**config.mk**
```make
export PLATFORM = sky130hd
export DESIGN_NAME = sequence_list_engine
export DESIGN_NICKNAME = d
export VERILOG_FILES = /design/src/design/sle_pkg.sv /design/src/design/sequence_list_engine.sv
export SDC_FILE = /design/constraint.sdc
export NUM_CORES = 1
export LEC_CHECK = 0
export ABC_AREA = 0
export ABC_CLOCK_PERIOD_IN_PS = 5500
export BUFFER_PORTS_ARGS = -buffer_cell sky130_fd_sc_hd__buf_2
export CORE_MARGIN = 4
export CORE_UTILIZATION = 33
export CTS_CLUSTER_DIAMETER = 50
export DETAILED_ROUTE_END_ITERATION = 8
export PLACE_DENSITY = 0.52
export SLEW_MARGIN = 5
export SYNTH_ARGS = -nofsm -noshare
export SYNTH_HDL_FRONTEND = slang
export SYNTH_SLANG_ARGS = --single-unit
```
**constraint.sdc**
```tcl
create_clock -name clk -period 5.5 [get_ports clk]
set_input_delay 0.275 -clock clk [delete_from_list [all_inputs] [get_ports clk]]
set_output_delay 0.275 -clock clk [all_outputs]
set_load 0.03 [all_outputs]
```
**src/design/sle_pkg.sv**
```systemverilog
package sle_pkg;

    // list capacity and widths; the index width is derived from the capacity
    localparam int DEPTH = 16;
    localparam int IDX_W = $clog2(DEPTH);
    localparam int CNT_W = 5;
    localparam int VAL_W = 32;

    // command codes
    localparam logic [3:0] CMD_INS_FRONT = 4'd0;
    localparam logic [3:0] CMD_INS_BACK  = 4'd1;
    localparam logic [3:0] CMD_INS_AT    = 4'd2;
    localparam logic [3:0] CMD_DEL_FRONT = 4'd3;
    localparam logic [3:0] CMD_DEL_BACK  = 4'd4;
    localparam logic [3:0] CMD_DEL_AT    = 4'd5;
    localparam logic [3:0] CMD_FIND      = 4'd6;
    localparam logic [3:0] CMD_SORT      = 4'd7;
    localparam logic [3:0] CMD_DUMP      = 4'd8;
    localparam logic [3:0] CMD_DUMP_REV  = 4'd9;

    // status codes
    localparam logic [2:0] ST_OK       = 3'd0;
    localparam logic [2:0] ST_FULL     = 3'd1;
    localparam logic [2:0] ST_EMPTY    = 3'd2;
    localparam logic [2:0] ST_BADPOS   = 3'd3;
    localparam logic [2:0] ST_NOTFOUND = 3'd4;

    typedef struct packed {
        logic [3:0]              cmd;
        logic signed [VAL_W-1:0] value;
        logic [4:0]              position;
    } sle_cmd_t;

    typedef struct packed {
        logic signed [VAL_W-1:0] item_value;
        logic [CNT_W-1:0]        found_at;
        logic [CNT_W-1:0]        count;
        logic [2:0]              status;
        logic                    last;
    } sle_res_t;

endpackage

```
**src/design/sequence_list_engine.sv**
```systemverilog
// Bounded ordered list of signed 32-bit values with front/back/positional
// insert and delete, find, ascending sort and forward or reverse dump.
// Command channel: cmd_valid/cmd_ready with cmd_data (cmd, value, position).
// Result channel: res_valid/res_ready with res_data; every command gives one
// beat with last set, except a dump of a non-empty list, which gives one
// beat per entry and sets last on the final one. Unused codes give nothing.
// Entries live in a single-port-write, registered-read memory; a sequencer
// walks it one entry per cycle when shifting, searching or sorting, and
// passes each dump entry through a read state and an output state. A sort
// makes passes over n entries, n falling from count, up to count-1 passes.
// cmd_ready is high only while the sequencer is idle;
// a command may be taken while the previous result beat still waits in the
// output register. A stalled receiver holds the result register and the
// sequencer waits before loading the next beat. Reset (rst_n low, async)
// empties the list and drops any pending beat; memory contents are not
// cleared since only entries below the count are ever read.
module sequence_list_engine (
    input  logic               clk,
    input  logic               rst_n,
    input  logic               cmd_valid,
    output logic               cmd_ready,
    input  sle_pkg::sle_cmd_t  cmd_data,
    output logic               res_valid,
    input  logic               res_ready,
    output sle_pkg::sle_res_t  res_data
);
    import sle_pkg::*;

    typedef enum logic [3:0] {
        S_IDLE,
        S_MOVE,
        S_PUT,
        S_FIND,
        S_SORT,
        S_SORT_END,
        S_DUMP_RD,
        S_DUMP_OUT,
        S_EMIT
    } state_t;

    // entry memory
    logic signed [VAL_W-1:0] mem [DEPTH];
    logic                    mem_we;
    logic [IDX_W-1:0]        mem_wa;
    logic signed [VAL_W-1:0] mem_wd;
    logic [IDX_W-1:0]        rd_addr;
    logic signed [VAL_W-1:0] rd_data_reg;

    state_t                  state_reg, state_next;
    logic [CNT_W-1:0]        count_reg, count_next;
    logic [IDX_W-1:0]        src_reg, src_next;
    logic [CNT_W-1:0]        rem_reg, rem_next;
    logic [IDX_W-1:0]        idx_reg, idx_next;
    logic                    pend_v_reg, pend_v_next;
    logic                    pend_cap_reg, pend_cap_next;
    logic [IDX_W-1:0]        pend_a_reg, pend_a_next;
    logic                    first_reg, first_next;
    logic                    ins_reg, ins_next;
    logic                    rev_reg, rev_next;
    logic                    swap_reg, swap_next;
    logic [IDX_W-1:0]        lim_reg, lim_next;
    logic signed [VAL_W-1:0] val_reg, val_next;
    logic signed [VAL_W-1:0] item_reg, item_next;
    logic signed [VAL_W-1:0] carry_reg, carry_next;
    logic [CNT_W-1:0]        found_reg, found_next;
    logic [2:0]              status_reg, status_next;
    logic                    out_valid_reg, out_valid_next;
    sle_res_t                out_data_reg, out_data_next;

    logic                    slot_free;
    logic                    load_out;
    sle_res_t                load_data;
    logic [IDX_W-1:0]        pos_idx;

    assign cmd_ready = (state_reg == S_IDLE);
    assign res_valid = out_valid_reg;
    assign res_data  = out_data_reg;
    assign slot_free = !out_valid_reg || res_ready;
    assign pos_idx   = IDX_W'(cmd_data.position - 5'd1);

    // sequencer next state
    always_comb
    begin
        state_next    = state_reg;
        count_next    = count_reg;
        src_next      = src_reg;
        rem_next      = rem_reg;
        idx_next      = idx_reg;
        pend_v_next   = pend_v_reg;
        pend_cap_next = pend_cap_reg;
        pend_a_next   = pend_a_reg;
        first_next    = first_reg;
        ins_next      = ins_reg;
        rev_next      = rev_reg;
        swap_next     = swap_reg;
        lim_next      = lim_reg;
        val_next      = val_reg;
        item_next     = item_reg;
        carry_next    = carry_reg;
        found_next    = found_reg;
        status_next   = status_reg;
        mem_we        = 1'b0;
        mem_wa        = '0;
        mem_wd        = '0;
        rd_addr       = src_reg;
        load_out      = 1'b0;
        load_data     = '0;

        unique case (state_reg)
            S_IDLE:
            begin
                if (cmd_valid)
                begin
                    val_next    = cmd_data.value;
                    item_next   = '0;
                    found_next  = '0;
                    status_next = ST_OK;
                    pend_v_next = 1'b0;
                    unique case (cmd_data.cmd) inside
                        CMD_INS_FRONT, CMD_INS_BACK, CMD_INS_AT:
                        begin
                            if (count_reg >= CNT_W'(DEPTH))
                            begin
                                status_next = ST_FULL;
                                state_next  = S_EMIT;
                            end
                            else if (cmd_data.cmd == CMD_INS_AT &&
                                     (cmd_data.position == 5'd0 ||
                                      {1'b0, cmd_data.position} >
                                      ({1'b0, count_reg} + 6'd1)))
                            begin
                                status_next = ST_BADPOS;
                                state_next  = S_EMIT;
                            end
                            else
                            begin
                                if (cmd_data.cmd == CMD_INS_FRONT)
                                    idx_next = '0;
                                else if (cmd_data.cmd == CMD_INS_BACK)
                                    idx_next = count_reg[IDX_W-1:0];
                                else
                                    idx_next = pos_idx;
                                ins_next   = 1'b1;
                                first_next = 1'b0;
                                src_next   = IDX_W'(count_reg - CNT_W'(1));
                                state_next = S_MOVE;
                            end
                        end
                        CMD_DEL_FRONT, CMD_DEL_BACK, CMD_DEL_AT:
                        begin
                            if (count_reg == '0)
                            begin
                                status_next = ST_EMPTY;
                                state_next  = S_EMIT;
                            end
                            else if (cmd_data.cmd == CMD_DEL_AT &&
                                     (cmd_data.position == 5'd0 ||
                                      cmd_data.position > count_reg))
                            begin
                                status_next = ST_BADPOS;
                                state_next  = S_EMIT;
                            end
                            else
                            begin
                                if (cmd_data.cmd == CMD_DEL_FRONT)
                                    idx_next = '0;
                                else if (cmd_data.cmd == CMD_DEL_BACK)
                                    idx_next = IDX_W'(count_reg - CNT_W'(1));
                                else
                                    idx_next = pos_idx;
                                ins_next   = 1'b0;
                                first_next = 1'b1;
                                state_next = S_MOVE;
                            end
                        end
                        CMD_FIND:
                        begin
                            src_next    = '0;
                            rem_next    = count_reg;
                            status_next = ST_NOTFOUND;
                            state_next  = S_FIND;
                        end
                        CMD_SORT:
                        begin
                            if (count_reg <= CNT_W'(1))
                                state_next = S_EMIT;
                            else
                            begin
                                lim_next   = IDX_W'(count_reg - CNT_W'(1));
                                src_next   = '0;
                                rem_next   = count_reg;
                                swap_next  = 1'b0;
                                state_next = S_SORT;
                            end
                        end
                        CMD_DUMP, CMD_DUMP_REV:
                        begin
                            if (count_reg == '0)
                            begin
                                status_next = ST_EMPTY;
                                state_next  = S_EMIT;
                            end
                            else
                            begin
                                rev_next   = (cmd_data.cmd == CMD_DUMP_REV);
                                src_next   = (cmd_data.cmd == CMD_DUMP_REV) ?
                                             IDX_W'(count_reg - CNT_W'(1)) : '0;
                                rem_next   = count_reg;
                                state_next = S_DUMP_RD;
                            end
                        end
                        default:
                        begin
                            state_next = S_IDLE;
                        end
                    endcase
                    // insert walks down from the tail, delete walks up from idx
                    if (state_next == S_MOVE)
                    begin
                        if (ins_next)
                            rem_next = count_reg - CNT_W'(idx_next);
                        else
                        begin
                            src_next = idx_next;
                            rem_next = count_reg - CNT_W'(idx_next);
                        end
                    end
                end
            end

            // shift entries one place, one read and one write per cycle
            S_MOVE:
            begin
                if (pend_v_reg)
                begin
                    if (pend_cap_reg)
                        item_next = rd_data_reg;
                    else
                    begin
                        mem_we = 1'b1;
                        mem_wa = pend_a_reg;
                        mem_wd = rd_data_reg;
                    end
                end
                if (rem_reg != '0)
                begin
                    pend_v_next   = 1'b1;
                    pend_cap_next = first_reg;
                    first_next    = 1'b0;
                    pend_a_next   = ins_reg ? src_reg + 1'b1 : src_reg - 1'b1;
                    src_next      = ins_reg ? src_reg - 1'b1 : src_reg + 1'b1;
                    rem_next      = rem_reg - 1'b1;
                end
                else
                begin
                    pend_v_next = 1'b0;
                    if (!pend_v_reg)
                    begin
                        if (ins_reg)
                            state_next = S_PUT;
                        else
                        begin
                            count_next = count_reg - 1'b1;
                            state_next = S_EMIT;
                        end
                    end
                end
            end

            // drop the new value into the opened slot
            S_PUT:
            begin
                mem_we     = 1'b1;
                mem_wa     = idx_reg;
                mem_wd     = val_reg;
                count_next = count_reg + 1'b1;
                state_next = S_EMIT;
            end

            // linear search, first match wins
            S_FIND:
            begin
                if (pend_v_reg && rd_data_reg == val_reg)
                begin
                    found_next  = CNT_W'(pend_a_reg) + CNT_W'(1);
                    status_next = ST_OK;
                    pend_v_next = 1'b0;
                    state_next  = S_EMIT;
                end
                else if (rem_reg != '0)
                begin
                    pend_v_next = 1'b1;
                    pend_a_next = src_reg;
                    src_next    = src_reg + 1'b1;
                    rem_next    = rem_reg - 1'b1;
                end
                else
                begin
                    pend_v_next = 1'b0;
                    if (!pend_v_reg)
                        state_next = S_EMIT;
                end
            end

            // one bubble pass, the larger value rides along in carry
            S_SORT:
            begin
                if (pend_v_reg)
                begin
                    if (pend_a_reg == '0)
                        carry_next = rd_data_reg;
                    else
                    begin
                        mem_we = 1'b1;
                        mem_wa = pend_a_reg - 1'b1;
                        if (carry_reg > rd_data_reg)
                        begin
                            mem_wd    = rd_data_reg;
                            swap_next = 1'b1;
                        end
                        else
                        begin
                            mem_wd     = carry_reg;
                            carry_next = rd_data_reg;
                        end
                    end
                end
                if (rem_reg != '0)
                begin
                    pend_v_next = 1'b1;
                    pend_a_next = src_reg;
                    src_next    = src_reg + 1'b1;
                    rem_next    = rem_reg - 1'b1;
                end
                else
                begin
                    pend_v_next = 1'b0;
                    if (!pend_v_reg)
                        state_next = S_SORT_END;
                end
            end

            // park the pass maximum, then decide on another pass
            S_SORT_END:
            begin
                mem_we = 1'b1;
                mem_wa = lim_reg;
                mem_wd = carry_reg;
                if (swap_reg && lim_reg > IDX_W'(1))
                begin
                    lim_next   = lim_reg - 1'b1;
                    src_next   = '0;
                    rem_next   = CNT_W'(lim_reg);
                    swap_next  = 1'b0;
                    state_next = S_SORT;
                end
                else
                    state_next = S_EMIT;
            end

            S_DUMP_RD:
            begin
                state_next = S_DUMP_OUT;
            end

            // one dump beat per entry
            S_DUMP_OUT:
            begin
                if (slot_free)
                begin
                    load_out             = 1'b1;
                    load_data.item_value = rd_data_reg;
                    load_data.found_at   = '0;
                    load_data.count      = count_reg;
                    load_data.status     = ST_OK;
                    load_data.last       = (rem_reg == CNT_W'(1));
                    if (rem_reg == CNT_W'(1))
                        state_next = S_IDLE;
                    else
                    begin
                        src_next   = rev_reg ? src_reg - 1'b1 : src_reg + 1'b1;
                        rem_next   = rem_reg - 1'b1;
                        state_next = S_DUMP_RD;
                    end
                end
            end

            // single result beat
            S_EMIT:
            begin
                if (slot_free)
                begin
                    load_out             = 1'b1;
                    load_data.item_value = item_reg;
                    load_data.found_at   = found_reg;
                    load_data.count      = count_reg;
                    load_data.status     = status_reg;
                    load_data.last       = 1'b1;
                    state_next           = S_IDLE;
                end
            end

            default:
            begin
                state_next = S_IDLE;
            end
        endcase
    end

    // output register
    always_comb
    begin
        out_valid_next = out_valid_reg;
        out_data_next  = out_data_reg;
        if (load_out)
        begin
            out_valid_next = 1'b1;
            out_data_next  = load_data;
        end
        else if (res_ready)
            out_valid_next = 1'b0;
    end

    // memory port: one write, one registered read
    always_ff @(posedge clk)
    begin
        if (mem_we)
            mem[mem_wa] <= mem_wd;
        rd_data_reg <= mem[rd_addr];
    end

    // state and registered outputs
    always_ff @(posedge clk or negedge rst_n)
    begin
        if (!rst_n)
        begin
            state_reg     <= S_IDLE;
            count_reg     <= '0;
            pend_v_reg    <= 1'b0;
            out_valid_reg <= 1'b0;
        end
        else
        begin
            state_reg     <= state_next;
            count_reg     <= count_next;
            pend_v_reg    <= pend_v_next;
            out_valid_reg <= out_valid_next;
        end
    end

    // payload and walk registers
    always_ff @(posedge clk)
    begin
        src_reg      <= src_next;
        rem_reg      <= rem_next;
        idx_reg      <= idx_next;
        pend_cap_reg <= pend_cap_next;
        pend_a_reg   <= pend_a_next;
        first_reg    <= first_next;
        ins_reg      <= ins_next;
        rev_reg      <= rev_next;
        swap_reg     <= swap_next;
        lim_reg      <= lim_next;
        val_reg      <= val_next;
        item_reg     <= item_next;
        carry_reg    <= carry_next;
        found_reg    <= found_next;
        status_reg   <= status_next;
        out_data_reg <= out_data_next;
    end

endmodule

```
==> metrics.txt <==
# TYPE chip_impl_metric gauge
chip_impl_info{name="outcome",value="finished clean"} 1
chip_impl_metric{name="die_height",unit="µm"} 314
chip_impl_metric{name="p_per_area",unit="nW/µm²"} 632
chip_impl_metric{name="irDropWorstVdd",unit="mV"} 0.438
chip_impl_metric{name="comb_power_share",unit=""} 0.329
chip_impl_metric{name="post_synth_mux_area_share",unit=""} 0.0899
chip_impl_metric{name="rrSetupSlack",unit="ns"} 0.79
chip_impl_metric{name="layout_worst_path_cycle_share",unit=""} 0.856
chip_impl_metric{name="routed_wl",unit="mm"} 88.3
chip_impl_metric{name="p_sw_frac",unit=""} 0.360
chip_impl_metric{name="grt_antenna_before_repair",unit=""} 0
chip_impl_metric{name="grt_max_degree",unit=""} 121
chip_impl_metric{name="report.final.hold_viol_count",unit=""} 0
chip_impl_info{name="most_used_dff_post_synth",value="sky130_fd_sc_hd__edfxtp_1"} 1
chip_impl_metric{name="viasPerCell",unit=""} 5.34
chip_impl_metric{name="worstPathArrival",unit="ns"} 5.06
chip_impl_metric{name="gpl.final_weighted_congestion",unit=""} 0.842
chip_impl_metric{name="slew_headroom",unit=""} 0.107
chip_impl_metric{name="dr_total_vias",unit=""} 18600
chip_impl_metric{name="synthCells",unit=""} 1990
chip_impl_metric{name="drt_pre_antenna_iters",unit=""} 5
chip_impl_metric{name="ys.warnings.count",unit=""} 0
chip_impl_metric{name="drt_first_iter_violations",unit=""} 1615
chip_impl_info{name="setup_repair_after_global_routing_missed_its_margin",value="false"} 1
chip_impl_metric{name="floorplan.die.width",unit="µm"} 314
chip_impl_metric{name="cts_max_path_buffers",unit=""} 3
chip_impl_info{name="holdCritPathClass",value="in2async"} 1
chip_impl_metric{name="total_cts_buffers",unit=""} 96
chip_impl_metric{name="grt_pass1_vias",unit=""} 18800
chip_impl_metric{name="final_hold_slack",unit="ns"} 0.0628
chip_impl_metric{name="xor_xnor_portion_of_the_synthesized_cell_area",unit=""} 0.0165
chip_impl_metric{name="syn-mean-instance-area",unit="µm²"} 15.5
chip_impl_metric{name="clock_tree.htree_level_count",unit=""} 3
chip_impl_metric{name="placeableCoreArea",unit="µm²"} 92200
chip_impl_info{name="cts_root_buffer",value="sky130_fd_sc_hd__clkbuf_16"} 1
chip_impl_metric{name="mappedNetlistArea",unit="µm²"} 30900
chip_impl_metric{name="maxCapViolations",unit=""} 0
chip_impl_metric{name="post-layout-total-power",unit="mW"} 23.3
chip_impl_metric{name="yosysSeqAreaShare",unit=""} 0.699
chip_impl_info{name="critPathTopFamily",value="adder cells"} 1
chip_impl_metric{name="placement.io_buffers",unit=""} 92
chip_impl_metric{name="wire_length_of_the_first_global_routing_pass",unit="mm"} 129
chip_impl_metric{name="synth-edff-count",unit=""} 688
chip_impl_metric{name="largest_reg_flops",unit=""} 512
chip_impl_metric{name="yosys.area_share.adder",unit=""} 0.0246
chip_impl_metric{name="avgRoutedWirePerCell",unit="µm"} 25.3
chip_impl_metric{name="overflow",unit=""} 0
chip_impl_metric{name="worstPathBufferInverterCount",unit=""} 4
chip_impl_metric{name="timing.critical_path.fanout_max",unit=""} 9
chip_impl_info{name="worstPathCellList",value="inv_1 -> ha_1 -> inv_1 -> ha_1 -> nor2b_1 -> o21bai_1 -> a31oi_1 -> o31ai_2 -> buf_4 -> nand3_1 -> nand2_1 -> o211ai_1 -> ha_1 -> inv_1 -> fa_1 -> a21o_1 -> a21oi_1 -> nand4_1 -> xnor2_1 -> o22ai_1"} 1
chip_impl_info{name="tritoncts",value="built"} 1
chip_impl_metric{name="postCtsResizedCells",unit=""} 0
chip_impl_metric{name="grt_use_total",unit=""} 0.178
chip_impl_metric{name="placedCellCount",unit=""} 3270
chip_impl_metric{name="utilization",unit=""} 0.399
chip_impl_metric{name="worstSkewPairLatency",unit="ns"} 0.65
chip_impl_info{name="worstSetupStartpointType",value="flop"} 1
chip_impl_metric{name="pre_cts_slack",unit="ns"} 0.830
chip_impl_metric{name="async_flop_share",unit=""} 0.0150
chip_impl_info{name="largest_family_of_logic_cells_by_synthesized_area",value="multiplexers"} 1
chip_impl_metric{name="clock-sinks",unit=""} 731
chip_impl_metric{name="timing.final.setup_violations",unit=""} 0
chip_impl_metric{name="final_net_count",unit=""} 2264
chip_impl_metric{name="place_area",unit="µm²"} 33100
chip_impl_info{name="timing.critical_path.slowest_stage_cell",value="sky130_fd_sc_hd__dfrtp_1"} 1
chip_impl_metric{name="reg2reg_path_depth",unit=""} 20
chip_impl_metric{name="count_of_antenna_violating_nets_left_after_detailed_routing",unit=""} 0
chip_impl_metric{name="postSynthRegisterBits",unit=""} 731
chip_impl_metric{name="postLayoutSetupSlackWorst",unit="ns"} 0.794
chip_impl_metric{name="timing.critical_path.required",unit="ns"} 5.85
chip_impl_metric{name="synth_compound_gate_area_share",unit=""} 0.0812
chip_impl_metric{name="dp_hpwl",unit="mm"} 52.1
chip_impl_info{name="critical_path.reg2reg.startpoint",value="count_reg[0]"} 1
chip_impl_metric{name="slew_viol_final",unit=""} 0
chip_impl_metric{name="period_needed",unit="ns"} 4.71
chip_impl_metric{name="clkTransAtPathRegs",unit="ns"} 0.06
chip_impl_metric{name="p_seq_frac",unit=""} 0.389
chip_impl_metric{name="syn-num-nets",unit=""} 2095
chip_impl_metric{name="setup_tns",unit="ns"} 0
chip_impl_metric{name="finish.instance_area",unit="µm²"} 36800
chip_impl_metric{name="simple_logic_cell_fraction_of_the_synthesized_area",unit=""} 0.0674
chip_impl_metric{name="p_clk_frac",unit=""} 0.282
chip_impl_metric{name="cp.depth",unit=""} 20
chip_impl_metric{name="area_delta_synth_final",unit="%"} 19.4
chip_impl_metric{name="netlist-cell-type-count",unit=""} 78
chip_impl_metric{name="switchingPower",unit="mW"} 8.38
chip_impl_metric{name="timing_worst_slew_pin_value",unit="ns"} 1.32
chip_impl_metric{name="intPower",unit="mW"} 14.9
chip_impl_info{name="critical_path_sink_type",value="flop"} 1
chip_impl_metric{name="timing.critical_path.slowest_cell_delay",unit="ns"} 0.52
chip_impl_info{name="criticalPathCategory",value="reg2reg"} 1
chip_impl_metric{name="finalNonFillerCells",unit=""} 3485
chip_impl_info{name="mostFrequentLayoutCell",value="sky130_fd_sc_hd__edfxtp_1"} 1
chip_impl_metric{name="final.fill_count",unit=""} 8436
chip_impl_metric{name="initial_util",unit=""} 0.335
chip_impl_info{name="most-common-layout-cells",value="688 x sky130_fd_sc_hd__edfxtp_1, 132 x sky130_fd_sc_hd__mux2i_1, 122 x sky130_fd_sc_hd__nand2_1, 103 x sky130_fd_sc_hd__nor2_1, 98 x sky130_fd_sc_hd__clkbuf_16"} 1
chip_impl_metric{name="fraction_of_final_layout_cells_with_drive_strength_greater_than_1",unit=""} 0.180
chip_impl_metric{name="timing.fmax",unit="MHz"} 213
chip_impl_info{name="critical_path.reg2reg.endpoint",value="rem_reg[4]"} 1
chip_impl_metric{name="std_cell_rows",unit=""} 111
chip_impl_metric{name="postCtsSetupRepairBufs",unit=""} 0
chip_impl_metric{name="cellLeakagePower",unit="nW"} 12.8
chip_impl_metric{name="remaining_drc_errors",unit=""} 0
chip_impl_metric{name="boundaryPins",unit=""} 93
chip_impl_metric{name="die_area",unit="µm²"} 98400
chip_impl_metric{name="worst_clock_skew",unit="ns"} 0.0378
chip_impl_info{name="regMostFlops",value="mem"} 1
## worst max path at each step
stage	startpoint	end	slack (ns)
after detailed placement	count_reg[0]	rem_reg[4]	0.83
after floorplan	rd_data_reg[31]	carry_reg[0]	0.25
after CTS	count_reg[0]	rem_reg[4]	0.80
after global placement	count_reg[1]	rem_reg[4]	0.83
after global routing	count_reg[0]	rem_reg[4]	0.40
final	count_reg[0]	rem_reg[4]	0.79
## logic make-up after synthesis
| logic type | after synthesis |
|---|---|
| flops | 731 |
| simple gates | 428 |
| fa+ha+maj | 60 |
| compound gates | 349 |
| xor+xnor | 58 |
| buf+inv | 167 |
| mux | 197 |
## metal layers
| metal | global-route usage | vias to the layer above | part of all wire |
|---|---|---|---|
| met5 | 0 | - | 0 |
| met4 | 0.0504 | 0 | 0.021 |
| met3 | 0.0291 | 113 | 0.066 |
| met2 | 0.285 | 656 | 0.47 |
| met1 | 0.250 | 9683 | 0.44 |
| li1 | - | 8162 | - |
## repair_timing
action	4_1_cts	5_1_grt
endpoints found under the hold margin	44	0
endpoints found under the setup margin	0	0
hold buffers	34	0
## power groups by stage
stage               Combinational (mW)  Clock, mW  Sequential [mW]
global placement                  7.54          0             9.11
finish                            7.66       6.57             9.06
global route                      8.32       6.94             9.15
CTS                               7.70       6.69             9.05
detailed placement                7.65          0             9.16
floorplan                         4.83          0             8.97
## synth_stat cells (6+ instances only)
cell                       number  area [µm²]
sky130_fd_sc_hd__a221o_1       33         330
sky130_fd_sc_hd__nor2_1       119         447
sky130_fd_sc_hd__nand2b_1      12        75.1
sky130_fd_sc_hd__o211ai_1       7        52.6
sky130_fd_sc_hd__dfrtp_1       11         275
sky130_fd_sc_hd__a21oi_1       67         335
sky130_fd_sc_hd__clkbuf_1      75         282
sky130_fd_sc_hd__ha_1          59         738
sky130_fd_sc_hd__nor4_1        16         100
sky130_fd_sc_hd__edfxtp_1     688       20700
sky130_fd_sc_hd__a211oi_1       8        60.1
sky130_fd_sc_hd__inv_1         65         244
sky130_fd_sc_hd__and3_1        19         119
sky130_fd_sc_hd__xor2_1        35         307
sky130_fd_sc_hd__dfxtp_1       32         641
sky130_fd_sc_hd__o21ai_0       63         315
sky130_fd_sc_hd__nor3_1        19        95.1
sky130_fd_sc_hd__a31oi_1        6        37.5
sky130_fd_sc_hd__a22o_1        31         272
sky130_fd_sc_hd__mux4_2        64        1440
sky130_fd_sc_hd__nand3_1       26         130
sky130_fd_sc_hd__and2_1        42         263
sky130_fd_sc_hd__a221oi_1      41         359
sky130_fd_sc_hd__a22oi_1       37         278
sky130_fd_sc_hd__xnor2_1       23         201
sky130_fd_sc_hd__nand4_1       16         100
sky130_fd_sc_hd__a21o_1        11        82.6
sky130_fd_sc_hd__nand2_1      123         462
sky130_fd_sc_hd__buf_1         20        75.1
sky130_fd_sc_hd__nor2b_1       11        68.8
sky130_fd_sc_hd__mux2i_1      132        1320
## worst reg2reg max path: stages, from the launching register on
cell	delay, ns
sky130_fd_sc_hd__dfrtp_1	0.52
sky130_fd_sc_hd__inv_1	0.25
sky130_fd_sc_hd__ha_1	0.34
sky130_fd_sc_hd__inv_1	0.12
sky130_fd_sc_hd__ha_1	0.32
sky130_fd_sc_hd__nor2b_1	0.14
sky130_fd_sc_hd__o21bai_1	0.07
sky130_fd_sc_hd__a31oi_1	0.38
sky130_fd_sc_hd__o31ai_2	0.09
sky130_fd_sc_hd__buf_4	0.19
sky130_fd_sc_hd__nand3_1	0.32
sky130_fd_sc_hd__nand2_1	0.10
sky130_fd_sc_hd__o211ai_1	0.15
sky130_fd_sc_hd__ha_1	0.20
sky130_fd_sc_hd__inv_1	0.06
sky130_fd_sc_hd__fa_1	0.44
sky130_fd_sc_hd__a21o_1	0.20
sky130_fd_sc_hd__a21oi_1	0.15
sky130_fd_sc_hd__nand4_1	0.12
sky130_fd_sc_hd__xnor2_1	0.19
sky130_fd_sc_hd__o22ai_1	0.10
## cell type report
cell class,count,area [µm²],area share
timing repair buffer,171,1240,0.0336
antenna,2,5.00,0.000136
sequential,731,21600,0.586
clock inverter,54,762,0.0207
tap,1243,1560,0.0422
clock buffer,125,2660,0.0723
inverter,67,251,0.00683
multi-input combinational,1092,8780,0.238
Note: power is estimated with default switching activity, not from simulation.
